### src/rtl/bucket_histogram_engine_assert.svh
// ----------------------------------------------------------------------------
// Assertion macros for the bucket histogram engine
// Same-cycle and next-cycle implication checks on i_clk, off during reset.
// ----------------------------------------------------------------------------
`ifndef BUCKET_HISTOGRAM_ENGINE_ASSERT_SVH
`define BUCKET_HISTOGRAM_ENGINE_ASSERT_SVH

`define BHE_ASSERT_SAME(lbl, ante, cons, msg) \
    lbl: assert property (@(posedge i_clk) disable iff (!i_rst_n) (ante) |-> (cons)) \
        else $error(msg);

`define BHE_ASSERT_NEXT(lbl, ante, cons, msg) \
    lbl: assert property (@(posedge i_clk) disable iff (!i_rst_n) (ante) |=> (cons)) \
        else $error(msg);

`endif

### src/rtl/bhe_pkg.sv
`timescale 1ns / 1ps
// ----------------------------------------------------------------------------
// bhe_pkg
// Types and constants shared by the bucket histogram engine modules.
// ----------------------------------------------------------------------------
package bhe_pkg;

    localparam int SAMPLE_W   = 32;
    localparam int SUM_W      = 64;
    localparam int OUT_CNT_W  = 32;
    localparam int IDX_W      = 3;
    localparam int APB_DATA_W = 32;
    localparam int APB_ADDR_W = 5;
    localparam int REG_IDX_W  = 3;
    localparam int Q_DEPTH    = 4;
    localparam int Q_PTR_W    = $clog2(Q_DEPTH);

    localparam logic [REG_IDX_W-1:0] REG_BOUNDS_IN_USE = 3'd0;
    localparam logic [REG_IDX_W-1:0] REG_BOUND_FIRST   = 3'd1;

    typedef enum logic [1:0] {
        CMD_OBSERVE = 2'd0,
        CMD_COLLECT = 2'd1,
        CMD_CLEAR   = 2'd2
    } t_cmd;

    typedef enum logic [1:0] {
        JOB_OBSERVE,
        JOB_COLLECT,
        JOB_CLEAR
    } t_job_op;

    typedef enum logic [1:0] {
        BK_EXEC,
        BK_LINES,
        BK_CLOSE
    } t_back_state;

    typedef struct packed {
        logic [1:0]          command;
        logic [SAMPLE_W-1:0] sample;
    } t_in_beat;

    typedef struct packed {
        logic                 line_kind;
        logic [IDX_W-1:0]     bucket_index;
        logic [OUT_CNT_W-1:0] cumulative_count;
        logic [SUM_W-1:0]     total_sum;
        logic [OUT_CNT_W-1:0] total_count;
        logic                 last;
    } t_out_beat;

    typedef struct packed {
        t_job_op             op;
        logic [IDX_W-1:0]    bucket;
        logic [SAMPLE_W-1:0] sample;
    } t_job;

    typedef struct packed {
        logic full;
        logic empty;
    } t_q_status;

endpackage

### src/rtl/bucket_histogram_engine.sv
`timescale 1ns / 1ps
// ----------------------------------------------------------------------------
// bucket_histogram_engine
// Cumulative bucket histogram with saturating counters. Commands are observe,
// collect and clear. Observe and clear run at one beat per cycle sustained
// while the queue is not full: the front stage registers the bucket found by
// comparing the sample with all bounds at once, a four-entry queue decouples
// it from the back stage, and the back stage updates one bucket counter, the
// 64-bit sum and the sample count together. Collect holds the back stage for
// n+2 output beats (n = bounds in use, capped at MAX_BOUNDS), one per cycle
// while the output is not stalled; the queue keeps taking beats until it
// fills. Bounds are written over APB at byte address 4*(i+1) for bound i;
// write them only while idle.
// ----------------------------------------------------------------------------
`include "bucket_histogram_engine_assert.svh"

module bucket_histogram_engine #(
    parameter int MAX_BOUNDS  = 7,
    parameter int COUNT_WIDTH = 32
) (
    input  logic                           i_clk,
    input  logic                           i_rst_n,
    input  logic                           i_in_valid,
    input  bhe_pkg::t_in_beat              i_in_data,
    output logic                           o_in_stall,
    output logic                           o_out_valid,
    output bhe_pkg::t_out_beat             o_out_data,
    input  logic                           i_out_stall,
    input  logic                           psel,
    input  logic                           penable,
    input  logic                           pwrite,
    input  logic [bhe_pkg::APB_ADDR_W-1:0] paddr,
    input  logic [bhe_pkg::APB_DATA_W-1:0] pwdata,
    output logic [bhe_pkg::APB_DATA_W-1:0] prdata,
    output logic                           pready
);

    logic [bhe_pkg::IDX_W-1:0]    w_n_eff;
    logic [bhe_pkg::SAMPLE_W-1:0] w_bounds [MAX_BOUNDS];
    logic                         w_push;
    bhe_pkg::t_job                w_push_job;
    logic                         w_pop;
    bhe_pkg::t_job                w_head;
    bhe_pkg::t_q_status           w_q_status;

    bhe_cfg #(
        .MAX_BOUNDS (MAX_BOUNDS)
    ) u_cfg (
        .i_clk    (i_clk),
        .i_rst_n  (i_rst_n),
        .psel     (psel),
        .penable  (penable),
        .pwrite   (pwrite),
        .paddr    (paddr),
        .pwdata   (pwdata),
        .prdata   (prdata),
        .pready   (pready),
        .o_n_eff  (w_n_eff),
        .o_bounds (w_bounds)
    );

    bhe_front #(
        .MAX_BOUNDS (MAX_BOUNDS)
    ) u_front (
        .i_clk      (i_clk),
        .i_rst_n    (i_rst_n),
        .i_in_valid (i_in_valid),
        .i_in_data  (i_in_data),
        .o_in_stall (o_in_stall),
        .i_n_eff    (w_n_eff),
        .i_bounds   (w_bounds),
        .i_q_status (w_q_status),
        .o_push     (w_push),
        .o_job      (w_push_job)
    );

    bhe_queue u_queue (
        .i_clk    (i_clk),
        .i_rst_n  (i_rst_n),
        .i_push   (w_push),
        .i_job    (w_push_job),
        .i_pop    (w_pop),
        .o_head   (w_head),
        .o_status (w_q_status)
    );

    bhe_back #(
        .MAX_BOUNDS  (MAX_BOUNDS),
        .COUNT_WIDTH (COUNT_WIDTH)
    ) u_back (
        .i_clk       (i_clk),
        .i_rst_n     (i_rst_n),
        .i_n_eff     (w_n_eff),
        .i_head      (w_head),
        .i_q_status  (w_q_status),
        .o_pop       (w_pop),
        .o_out_valid (o_out_valid),
        .o_out_data  (o_out_data),
        .i_out_stall (i_out_stall)
    );

    `BHE_ASSERT_SAME(a_close_fields, o_out_valid && o_out_data.last, o_out_data.line_kind && (o_out_data.bucket_index == 3'd0) && (o_out_data.cumulative_count == 32'd0), "closing beat carries bucket fields")
    `BHE_ASSERT_SAME(a_line_index, o_out_valid && !o_out_data.line_kind, o_out_data.bucket_index <= 3'(MAX_BOUNDS), "bucket beat index beyond bound limit")
    `BHE_ASSERT_SAME(a_no_push_full, w_push, !w_q_status.full, "job pushed into full queue")
    `BHE_ASSERT_SAME(a_no_pop_empty, w_pop, !w_q_status.empty, "job popped from empty queue")

endmodule

### src/rtl/bhe_cfg.sv
`timescale 1ns / 1ps
// ----------------------------------------------------------------------------
// bhe_cfg
// APB register file: bound count and bucket upper bounds.
// ----------------------------------------------------------------------------
module bhe_cfg #(
    parameter int MAX_BOUNDS = 7
) (
    input  logic                           i_clk,
    input  logic                           i_rst_n,
    input  logic                           psel,
    input  logic                           penable,
    input  logic                           pwrite,
    input  logic [bhe_pkg::APB_ADDR_W-1:0] paddr,
    input  logic [bhe_pkg::APB_DATA_W-1:0] pwdata,
    output logic [bhe_pkg::APB_DATA_W-1:0] prdata,
    output logic                           pready,
    output logic [bhe_pkg::IDX_W-1:0]      o_n_eff,
    output logic [bhe_pkg::SAMPLE_W-1:0]   o_bounds [MAX_BOUNDS]
);

    logic [bhe_pkg::IDX_W-1:0]      r_biu;
    logic [bhe_pkg::SAMPLE_W-1:0]   r_bound [MAX_BOUNDS];
    logic                           w_wr;
    logic [bhe_pkg::REG_IDX_W-1:0]  w_idx;

    assign pready = 1'b1;
    assign w_wr   = psel && penable && pwrite;
    assign w_idx  = paddr[bhe_pkg::APB_ADDR_W-1:2];

    always_ff @(posedge i_clk) begin
        if (!i_rst_n) begin
            r_biu <= '0;
            for (int i = 0; i < MAX_BOUNDS; i++) begin
                r_bound[i] <= '0;
            end
        end else if (w_wr) begin
            if (w_idx == bhe_pkg::REG_BOUNDS_IN_USE) begin
                r_biu <= pwdata[bhe_pkg::IDX_W-1:0];
            end
            for (int i = 0; i < MAX_BOUNDS; i++) begin
                if (w_idx == bhe_pkg::REG_BOUND_FIRST + bhe_pkg::REG_IDX_W'(i)) begin
                    r_bound[i] <= pwdata[bhe_pkg::SAMPLE_W-1:0];
                end
            end
        end
    end

    always_comb begin
        prdata = '0;
        if (w_idx == bhe_pkg::REG_BOUNDS_IN_USE) begin
            prdata = bhe_pkg::APB_DATA_W'(r_biu);
        end
        for (int i = 0; i < MAX_BOUNDS; i++) begin
            if (w_idx == bhe_pkg::REG_BOUND_FIRST + bhe_pkg::REG_IDX_W'(i)) begin
                prdata = r_bound[i];
            end
        end
    end

    assign o_n_eff  = (r_biu > bhe_pkg::IDX_W'(MAX_BOUNDS)) ? bhe_pkg::IDX_W'(MAX_BOUNDS) : r_biu;
    assign o_bounds = r_bound;

endmodule

### src/rtl/bhe_front.sv
`timescale 1ns / 1ps
// ----------------------------------------------------------------------------
// bhe_front
// Input stage: accept commands, find the bucket of each sample, queue jobs.
// ----------------------------------------------------------------------------
module bhe_front #(
    parameter int MAX_BOUNDS = 7
) (
    input  logic                         i_clk,
    input  logic                         i_rst_n,
    input  logic                         i_in_valid,
    input  bhe_pkg::t_in_beat            i_in_data,
    output logic                         o_in_stall,
    input  logic [bhe_pkg::IDX_W-1:0]    i_n_eff,
    input  logic [bhe_pkg::SAMPLE_W-1:0] i_bounds [MAX_BOUNDS],
    input  bhe_pkg::t_q_status           i_q_status,
    output logic                         o_push,
    output bhe_pkg::t_job                o_job
);

    logic                       r_valid;
    bhe_pkg::t_job              r_job;
    logic                       n_valid;
    bhe_pkg::t_job              n_job;
    logic                       w_accept;
    logic [MAX_BOUNDS-1:0]      w_hit;
    logic [bhe_pkg::IDX_W-1:0]  w_bucket;

    assign o_in_stall = r_valid && i_q_status.full;
    assign o_push     = r_valid && !i_q_status.full;
    assign o_job      = r_job;
    assign w_accept   = i_in_valid && !o_in_stall;

    always_comb begin
        for (int i = 0; i < MAX_BOUNDS; i++) begin
            w_hit[i] = (bhe_pkg::IDX_W'(i) < i_n_eff) && (i_in_data.sample <= i_bounds[i]);
        end
        w_bucket = i_n_eff;
        for (int i = MAX_BOUNDS - 1; i >= 0; i--) begin
            if (w_hit[i]) begin
                w_bucket = bhe_pkg::IDX_W'(i);
            end
        end
    end

    always_comb begin
        n_valid = r_valid && !o_push;
        n_job   = r_job;
        if (w_accept) begin
            n_job.bucket = w_bucket;
            n_job.sample = i_in_data.sample;
            unique case (i_in_data.command)
                bhe_pkg::CMD_OBSERVE: begin
                    n_valid  = 1'b1;
                    n_job.op = bhe_pkg::JOB_OBSERVE;
                end
                bhe_pkg::CMD_COLLECT: begin
                    n_valid  = 1'b1;
                    n_job.op = bhe_pkg::JOB_COLLECT;
                end
                bhe_pkg::CMD_CLEAR: begin
                    n_valid  = 1'b1;
                    n_job.op = bhe_pkg::JOB_CLEAR;
                end
                default: begin
                    n_valid = 1'b0;
                end
            endcase
        end
    end

    always_ff @(posedge i_clk) begin
        if (!i_rst_n) begin
            r_valid <= 1'b0;
        end else begin
            r_valid <= n_valid;
        end
    end

    always_ff @(posedge i_clk) begin
        r_job <= n_job;
    end

endmodule

### src/rtl/bhe_queue.sv
`timescale 1ns / 1ps
// ----------------------------------------------------------------------------
// bhe_queue
// Short job queue between the front and back stages.
// ----------------------------------------------------------------------------
module bhe_queue (
    input  logic               i_clk,
    input  logic               i_rst_n,
    input  logic               i_push,
    input  bhe_pkg::t_job      i_job,
    input  logic               i_pop,
    output bhe_pkg::t_job      o_head,
    output bhe_pkg::t_q_status o_status
);

    bhe_pkg::t_job                  r_mem [bhe_pkg::Q_DEPTH];
    logic [bhe_pkg::Q_PTR_W-1:0]    r_wr_ptr;
    logic [bhe_pkg::Q_PTR_W-1:0]    r_rd_ptr;
    logic [bhe_pkg::Q_PTR_W:0]      r_count;

    assign o_head         = r_mem[r_rd_ptr];
    assign o_status.full  = (r_count == (bhe_pkg::Q_PTR_W + 1)'(bhe_pkg::Q_DEPTH));
    assign o_status.empty = (r_count == '0);

    always_ff @(posedge i_clk) begin
        if (!i_rst_n) begin
            r_wr_ptr <= '0;
            r_rd_ptr <= '0;
            r_count  <= '0;
        end else begin
            if (i_push) begin
                r_wr_ptr <= r_wr_ptr + 1'b1;
            end
            if (i_pop) begin
                r_rd_ptr <= r_rd_ptr + 1'b1;
            end
            if (i_push && !i_pop) begin
                r_count <= r_count + 1'b1;
            end else if (i_pop && !i_push) begin
                r_count <= r_count - 1'b1;
            end
        end
    end

    always_ff @(posedge i_clk) begin
        if (i_push) begin
            r_mem[r_wr_ptr] <= i_job;
        end
    end

endmodule

### src/rtl/bhe_back.sv
`timescale 1ns / 1ps
// ----------------------------------------------------------------------------
// bhe_back
// Execution stage: bucket counters, sum and count, collect readout sequencer.
// ----------------------------------------------------------------------------
module bhe_back #(
    parameter int MAX_BOUNDS  = 7,
    parameter int COUNT_WIDTH = 32
) (
    input  logic                      i_clk,
    input  logic                      i_rst_n,
    input  logic [bhe_pkg::IDX_W-1:0] i_n_eff,
    input  bhe_pkg::t_job             i_head,
    input  bhe_pkg::t_q_status        i_q_status,
    output logic                      o_pop,
    output logic                      o_out_valid,
    output bhe_pkg::t_out_beat        o_out_data,
    input  logic                      i_out_stall
);

    localparam int NUM_BUCKETS = MAX_BOUNDS + 1;
    localparam int BIDX_W      = (NUM_BUCKETS > 1) ? $clog2(NUM_BUCKETS) : 1;

    logic [COUNT_WIDTH-1:0]        r_counts [NUM_BUCKETS];
    logic [bhe_pkg::SUM_W-1:0]     r_sum;
    logic [COUNT_WIDTH-1:0]        r_count;
    bhe_pkg::t_back_state          r_state;
    bhe_pkg::t_back_state          n_state;
    logic [bhe_pkg::IDX_W-1:0]     r_idx;
    logic [bhe_pkg::IDX_W-1:0]     n_idx;
    logic [COUNT_WIDTH-1:0]        r_cum;
    logic [COUNT_WIDTH-1:0]        n_cum;
    logic                          r_out_valid;
    logic                          n_out_valid;
    bhe_pkg::t_out_beat            r_out_data;
    bhe_pkg::t_out_beat            n_out_data;
    logic                          w_out_free;
    logic                          w_do_obs;
    logic                          w_do_clr;
    logic [COUNT_WIDTH:0]          w_cum_add;
    logic [COUNT_WIDTH-1:0]        w_cum_sat;
    logic [bhe_pkg::SUM_W:0]       w_sum_add;
    logic [BIDX_W-1:0]             w_obs_idx;

    function automatic logic [bhe_pkg::OUT_CNT_W-1:0] clip_out(logic [COUNT_WIDTH-1:0] v);
        logic [63:0] ext;
        ext = 64'(v);
        return (|ext[63:bhe_pkg::OUT_CNT_W]) ? '1 : ext[bhe_pkg::OUT_CNT_W-1:0];
    endfunction

    assign w_out_free = !r_out_valid || !i_out_stall;
    assign w_obs_idx  = i_head.bucket[BIDX_W-1:0];
    assign w_cum_add  = {1'b0, r_cum} + {1'b0, r_counts[r_idx[BIDX_W-1:0]]};
    assign w_cum_sat  = w_cum_add[COUNT_WIDTH] ? '1 : w_cum_add[COUNT_WIDTH-1:0];
    assign w_sum_add  = {1'b0, r_sum} + (bhe_pkg::SUM_W + 1)'(i_head.sample);

    always_comb begin
        n_state     = r_state;
        n_idx       = r_idx;
        n_cum       = r_cum;
        n_out_valid = r_out_valid;
        n_out_data  = r_out_data;
        o_pop       = 1'b0;
        w_do_obs    = 1'b0;
        w_do_clr    = 1'b0;
        if (w_out_free) begin
            n_out_valid = 1'b0;
        end
        unique case (r_state)
            bhe_pkg::BK_EXEC: begin
                if (!i_q_status.empty) begin
                    o_pop = 1'b1;
                    case (i_head.op)
                        bhe_pkg::JOB_OBSERVE: w_do_obs = 1'b1;
                        bhe_pkg::JOB_CLEAR:   w_do_clr = 1'b1;
                        bhe_pkg::JOB_COLLECT: begin
                            n_state = bhe_pkg::BK_LINES;
                            n_idx   = '0;
                            n_cum   = '0;
                        end
                        default: ;
                    endcase
                end
            end
            bhe_pkg::BK_LINES: begin
                if (w_out_free) begin
                    n_out_valid                 = 1'b1;
                    n_out_data.line_kind        = 1'b0;
                    n_out_data.bucket_index     = r_idx;
                    n_out_data.cumulative_count = clip_out(w_cum_sat);
                    n_out_data.total_sum        = '0;
                    n_out_data.total_count      = '0;
                    n_out_data.last             = 1'b0;
                    n_cum                       = w_cum_sat;
                    n_idx                       = r_idx + 1'b1;
                    if (r_idx == i_n_eff) begin
                        n_state = bhe_pkg::BK_CLOSE;
                    end
                end
            end
            bhe_pkg::BK_CLOSE: begin
                if (w_out_free) begin
                    n_out_valid                 = 1'b1;
                    n_out_data.line_kind        = 1'b1;
                    n_out_data.bucket_index     = '0;
                    n_out_data.cumulative_count = '0;
                    n_out_data.total_sum        = r_sum;
                    n_out_data.total_count      = clip_out(r_count);
                    n_out_data.last             = 1'b1;
                    n_state                     = bhe_pkg::BK_EXEC;
                end
            end
            default: n_state = bhe_pkg::BK_EXEC;
        endcase
    end

    always_ff @(posedge i_clk) begin
        if (!i_rst_n) begin
            r_state     <= bhe_pkg::BK_EXEC;
            r_out_valid <= 1'b0;
            r_sum       <= '0;
            r_count     <= '0;
            for (int i = 0; i < NUM_BUCKETS; i++) begin
                r_counts[i] <= '0;
            end
        end else begin
            r_state     <= n_state;
            r_out_valid <= n_out_valid;
            if (w_do_clr) begin
                r_sum   <= '0;
                r_count <= '0;
                for (int i = 0; i < NUM_BUCKETS; i++) begin
                    r_counts[i] <= '0;
                end
            end else if (w_do_obs) begin
                r_sum <= w_sum_add[bhe_pkg::SUM_W] ? '1 : w_sum_add[bhe_pkg::SUM_W-1:0];
                if (r_count != '1) begin
                    r_count <= r_count + 1'b1;
                end
                if (r_counts[w_obs_idx] != '1) begin
                    r_counts[w_obs_idx] <= r_counts[w_obs_idx] + 1'b1;
                end
            end
        end
    end

    always_ff @(posedge i_clk) begin
        r_idx      <= n_idx;
        r_cum      <= n_cum;
        r_out_data <= n_out_data;
    end

    assign o_out_valid = r_out_valid;
    assign o_out_data  = r_out_data;

endmodule

### config.mk
export PLATFORM = sky130hd
export DESIGN_NAME = bucket_histogram_engine
export DESIGN_NICKNAME = d
export VERILOG_FILES = /design/src/rtl/bhe_pkg.sv /design/src/rtl/bucket_histogram_engine.sv /design/src/rtl/bhe_cfg.sv /design/src/rtl/bhe_front.sv /design/src/rtl/bhe_queue.sv /design/src/rtl/bhe_back.sv
export VERILOG_INCLUDE_DIRS = /design/src /design/src/rtl
export SDC_FILE = /design/constraint.sdc
export NUM_CORES = 2
export LEC_CHECK = 0
export BUFFER_PORTS_ARGS = -buffer_cell sky130_fd_sc_hd__buf_2
export CELL_PAD_IN_SITES_DETAIL_PLACEMENT = 0
export CELL_PAD_IN_SITES_GLOBAL_PLACEMENT = 1
export CORE_ASPECT_RATIO = 1.4
export CORE_MARGIN = 8
export CORE_UTILIZATION = 54
export DETAILED_ROUTE_END_ITERATION = 10
export PLACE_DENSITY = 0.94
export SETUP_SLACK_MARGIN = 0.5
export SLEW_MARGIN = 20
export SYNTH_ARGS = -nofsm -noshare
export SYNTH_HDL_FRONTEND = slang
export SYNTH_HIERARCHICAL = 1
export SYNTH_SLANG_ARGS = --single-unit
### constraint.sdc
create_clock -name i_clk -period 8.48 [get_ports i_clk]
set_input_delay 0.848 -clock i_clk [delete_from_list [all_inputs] [get_ports i_clk]]
set_output_delay 0.848 -clock i_clk [all_outputs]
set_load 0.01 [all_outputs]
==> impl_results.md <==
* Result of the run: finished clean
* Largest incremental delay on the critical path at 1.07 ns
* Post-synthesis register bit count at 947
* Wire length of the first global-routing pass at 221,000 µm
* Vias post-DR at 38,600
* Post-CTS Hold Buffers at 0
* Cell Area, Placed at 53,200 µm²
* Fmax achieved at 146 MHz
* Type of destination of the critical path: flop
* Setup slack of the critical path after layout at 1.62 ns
* Post-Syn Instances at 4,826
* Clock buffer depth at 3
* Overflow left after global routing at 0
* Cells after DPL at 6,074
* Slew headroom at 20.8%
* Critical path buffers and inverters at 0
* Source-to-sink clock delay at the later pin of the worst-skew pair at 0.70 ns
* Worst ir drop on vdd at 0.214 mV
* Number of H-tree levels at 3
* Synthesized netlist net count at 5,206
* Vias in the first global route at 39,000
* Vias per Instance at 6.16
* CP Data Arrival Time at 7.00 ns
* Area enclosed by the die boundary at 106,000 µm²
* Slew at the pin closest to its max-slew limit at 1.19 ns
* Horiz. Die Dim at 277 µm
* Highest-count cells in the layout ignoring fill and taps: nand2_1, edfxtp_1, nor2_1
* Data required, critical path at 8.63 ns
* CTS tree: yes
* Overall power after layout at 17.5 mW
* Count of flip-flops with a built-in enable after synthesis at 608
* Worst slack, placed at 1.91 ns
* Kind of start point of the critical path: flop
* Total of cells resized after clock tree synthesis at 0
* Most common library cell in the layout ignoring fill and taps: nand2_1
* Post-detailed-routing wire length at 145,000 µm
* Number of nets with antenna violations after detailed routing at 0
* Area share of the largest cell type after synthesis at 35.5%
* Clk root buf: clkbuf_16
* Slowest library cell on the worst path: mux4_4
* Syn Std Cell Area at 51,500 µm²
* Flip-flop cell with the highest count after synthesis: edfxtp_1
* Placeable Area at 94,900 µm²
* Library cell with the largest summed area after synthesis: edfxtp_1
* Library cell appearing most often on the critical path: nand2_2
* Sum of negative setup slack at 0 ns
* Post-DP HPWL at 96,900 µm
* DRC marker count from the first detailed-route iteration at 3,173
* Top Ports at 246
* Cells along the critical path: mux4_4 -> nor2_1 -> a22oi_1 -> o2bb2ai_1 -> ha_1 -> nor3b_1 -> nand2_1 -> and3b_1 -> nand2_2 -> o311a_4 -> nand2_8 -> nand2_2
* Starting utilization of the core area at 54.3%
* Share of the clock period used by the worst path at 80.9%
* Final setup fails at 0
* Number of post-CTS setup repair buffers at 0
* Share of layout cells above drive strength 1 at 14.6%
* Max-capacitance violation count at 0
* Average routed wire per standard cell at 23.1 µm
* Per-instance average area after synthesis at 10.7 µm²
* Startpoint of the tightest hold check path: i_in_data[0]
* # nets final at 5,325
* Number of buffers added by the clock tree synthesis step at 93
* Total power per unit cell area at 309 nW/µm²
* RSZ-0062 raised after global routing: no
* Height of the chip at 381 µm
* Remaining design rule violation count at 0
* Peak fanout along the critical path at 47
* Worst Path Class, Setup: reg -> reg
* Synthesis warning total at 6
* Count of TritonRoute iterations in the first routing pass at 6
* Number of distinct library cells after synthesis at 110
* Number of antenna violations at the first check in global routing at 16
* Hold WC Path Type: in -> reg
* Final GP Congestion at 0.955
* Clock skew at 0.0363 ns
* Overall track demand over capacity in global routing at 26.5%
* Post-layout min period at 6.86 ns
* Kind of cell with the highest combined delay on the critical path: simple AND/OR/NAND/NOR gates
* Final Hold Viols at 0
* Final core occ at 59.6%
* Count of clock tree sinks at 947
* Top cells by area in the synthesized netlist: edfxtp_1, dfxtp_1, ha_1
* Leakage power of the design at 20.5 nW
* Post-route standard cell area excluding fillers at 56,500 µm²
* Number of rows created at floorplan at 134
* Number of buffers added on ports at 242
* Layout overhead on the synthesized area at 9.75%
* Reg2reg setup slack at 1.62 ns
* Largest net degree at the start of global routing at 93
* Final number of max-transition violations at 0
* Post-synthesis sequential area ratio at 48.6%
* Clock transition at path regs at 0.06 ns
* Tightest hold margin at 0.397 ns
* Share of synthesized registers carrying an async set or reset at 0%
* Count of non-filler cells in the finished layout at 6,260
registers in the layout, summed over array words and instances (netlist names), named ones only:
signal	count
u_front/o_job	37
u_back/r_state	2
u_front/r_valid	1
u_cfg/r_biu	3
u_cfg/o_bounds	224
u_back/r_cum	32
u_queue/r_mem	148
u_queue/r_wr_ptr	2
u_queue/r_count	3
u_back/r_count	32
u_back/o_out_data	132
u_back/r_counts	256
u_back/r_idx	3
u_back/r_sum	64
u_queue/r_rd_ptr	2
cell usage after synthesis (50+ instances only):
library cell    n
nand2_1       650
edfxtp_1      608
nor2_1        437
dfxtp_1       339
ha_1          299
inv_1         251
a21oi_1       217
a21boi_1      148
and2_1        132
o21ai_0       121
mux4_2        120
clkbuf_1      116
a21boi_0      110
buf_2          85
xor2_1         81
nand3_1        79
mux2_2         76
nand4_1        74
a21o_1         66
nor3_1         58
xnor2_1        50
routing by layer:
| metal | up-vias | GRT usage (%) | share of wire (%) |
|---|---|---|---|
| met5 | - | 0 | 0.038 |
| met1 | 18600 | 30.0 | 37 |
| met3 | 454 | 4.90 | 7.7 |
| met2 | 1728 | 47.4 | 50 |
| li1 | 17700 | - | - |
| met4 | 8 | 13.8 | 4.9 |
cell families (layout without fill, tap and decap cells):
logic type               Yosys count  after routing  synth area share (%)
AND/OR/NAND/NOR                 1668           1668                  15.2
multiplexers                     250            250                  8.40
AO/OA/AOI/OAI                   1005           1005                  13.3
adder cells (fa/ha/maj)          302            302                  7.38
XOR/XNOR                         131            131                  2.23
flip-flops                       947            947                  48.6
other                              1             14               0.00728
buffers and inverters            522            719                  4.83
power by group:
part	leakage (nW)	switching, mW	total (mW)	internal (mW)
sequential	8.72	0.446	6.32	5.88
clock	1.58	1.88	4.46	2.58
combinational	10.2	4.13	6.69	2.55
total	20.5	6.46	17.5	11.0
final timing paths:
| path | end | depth (start not counted) |
|---|---|---|
| worst min-delay path | u_front/o_job[0]$_DFFE_PP_ | 1 |
| worst max register to register | u_back/r_counts[6][16]$_SDFFCE_PN0P_ | 12 |
| worst max-delay path | u_back/r_counts[6][16]$_SDFFCE_PN0P_ | 12 |
| worst min register to register | u_cfg/o_bounds[117]$_SDFFE_PN0P_ | 2 |
cell type report:
class | count | area [µm²]
Inverter | 252 | 946
Multi-Input combinational cell | 3357 | 24000
Clock inverter | 61 | 772
Tap cell | 1224 | 1530
Clock buffer | 112 | 2520
Sequential cell | 947 | 25100
Antenna cell | 13 | 32.5
Timing Repair Buffer | 294 | 1630
Fill cell | 7714 | 38400
Note: power is estimated with default switching activity, not from simulation.
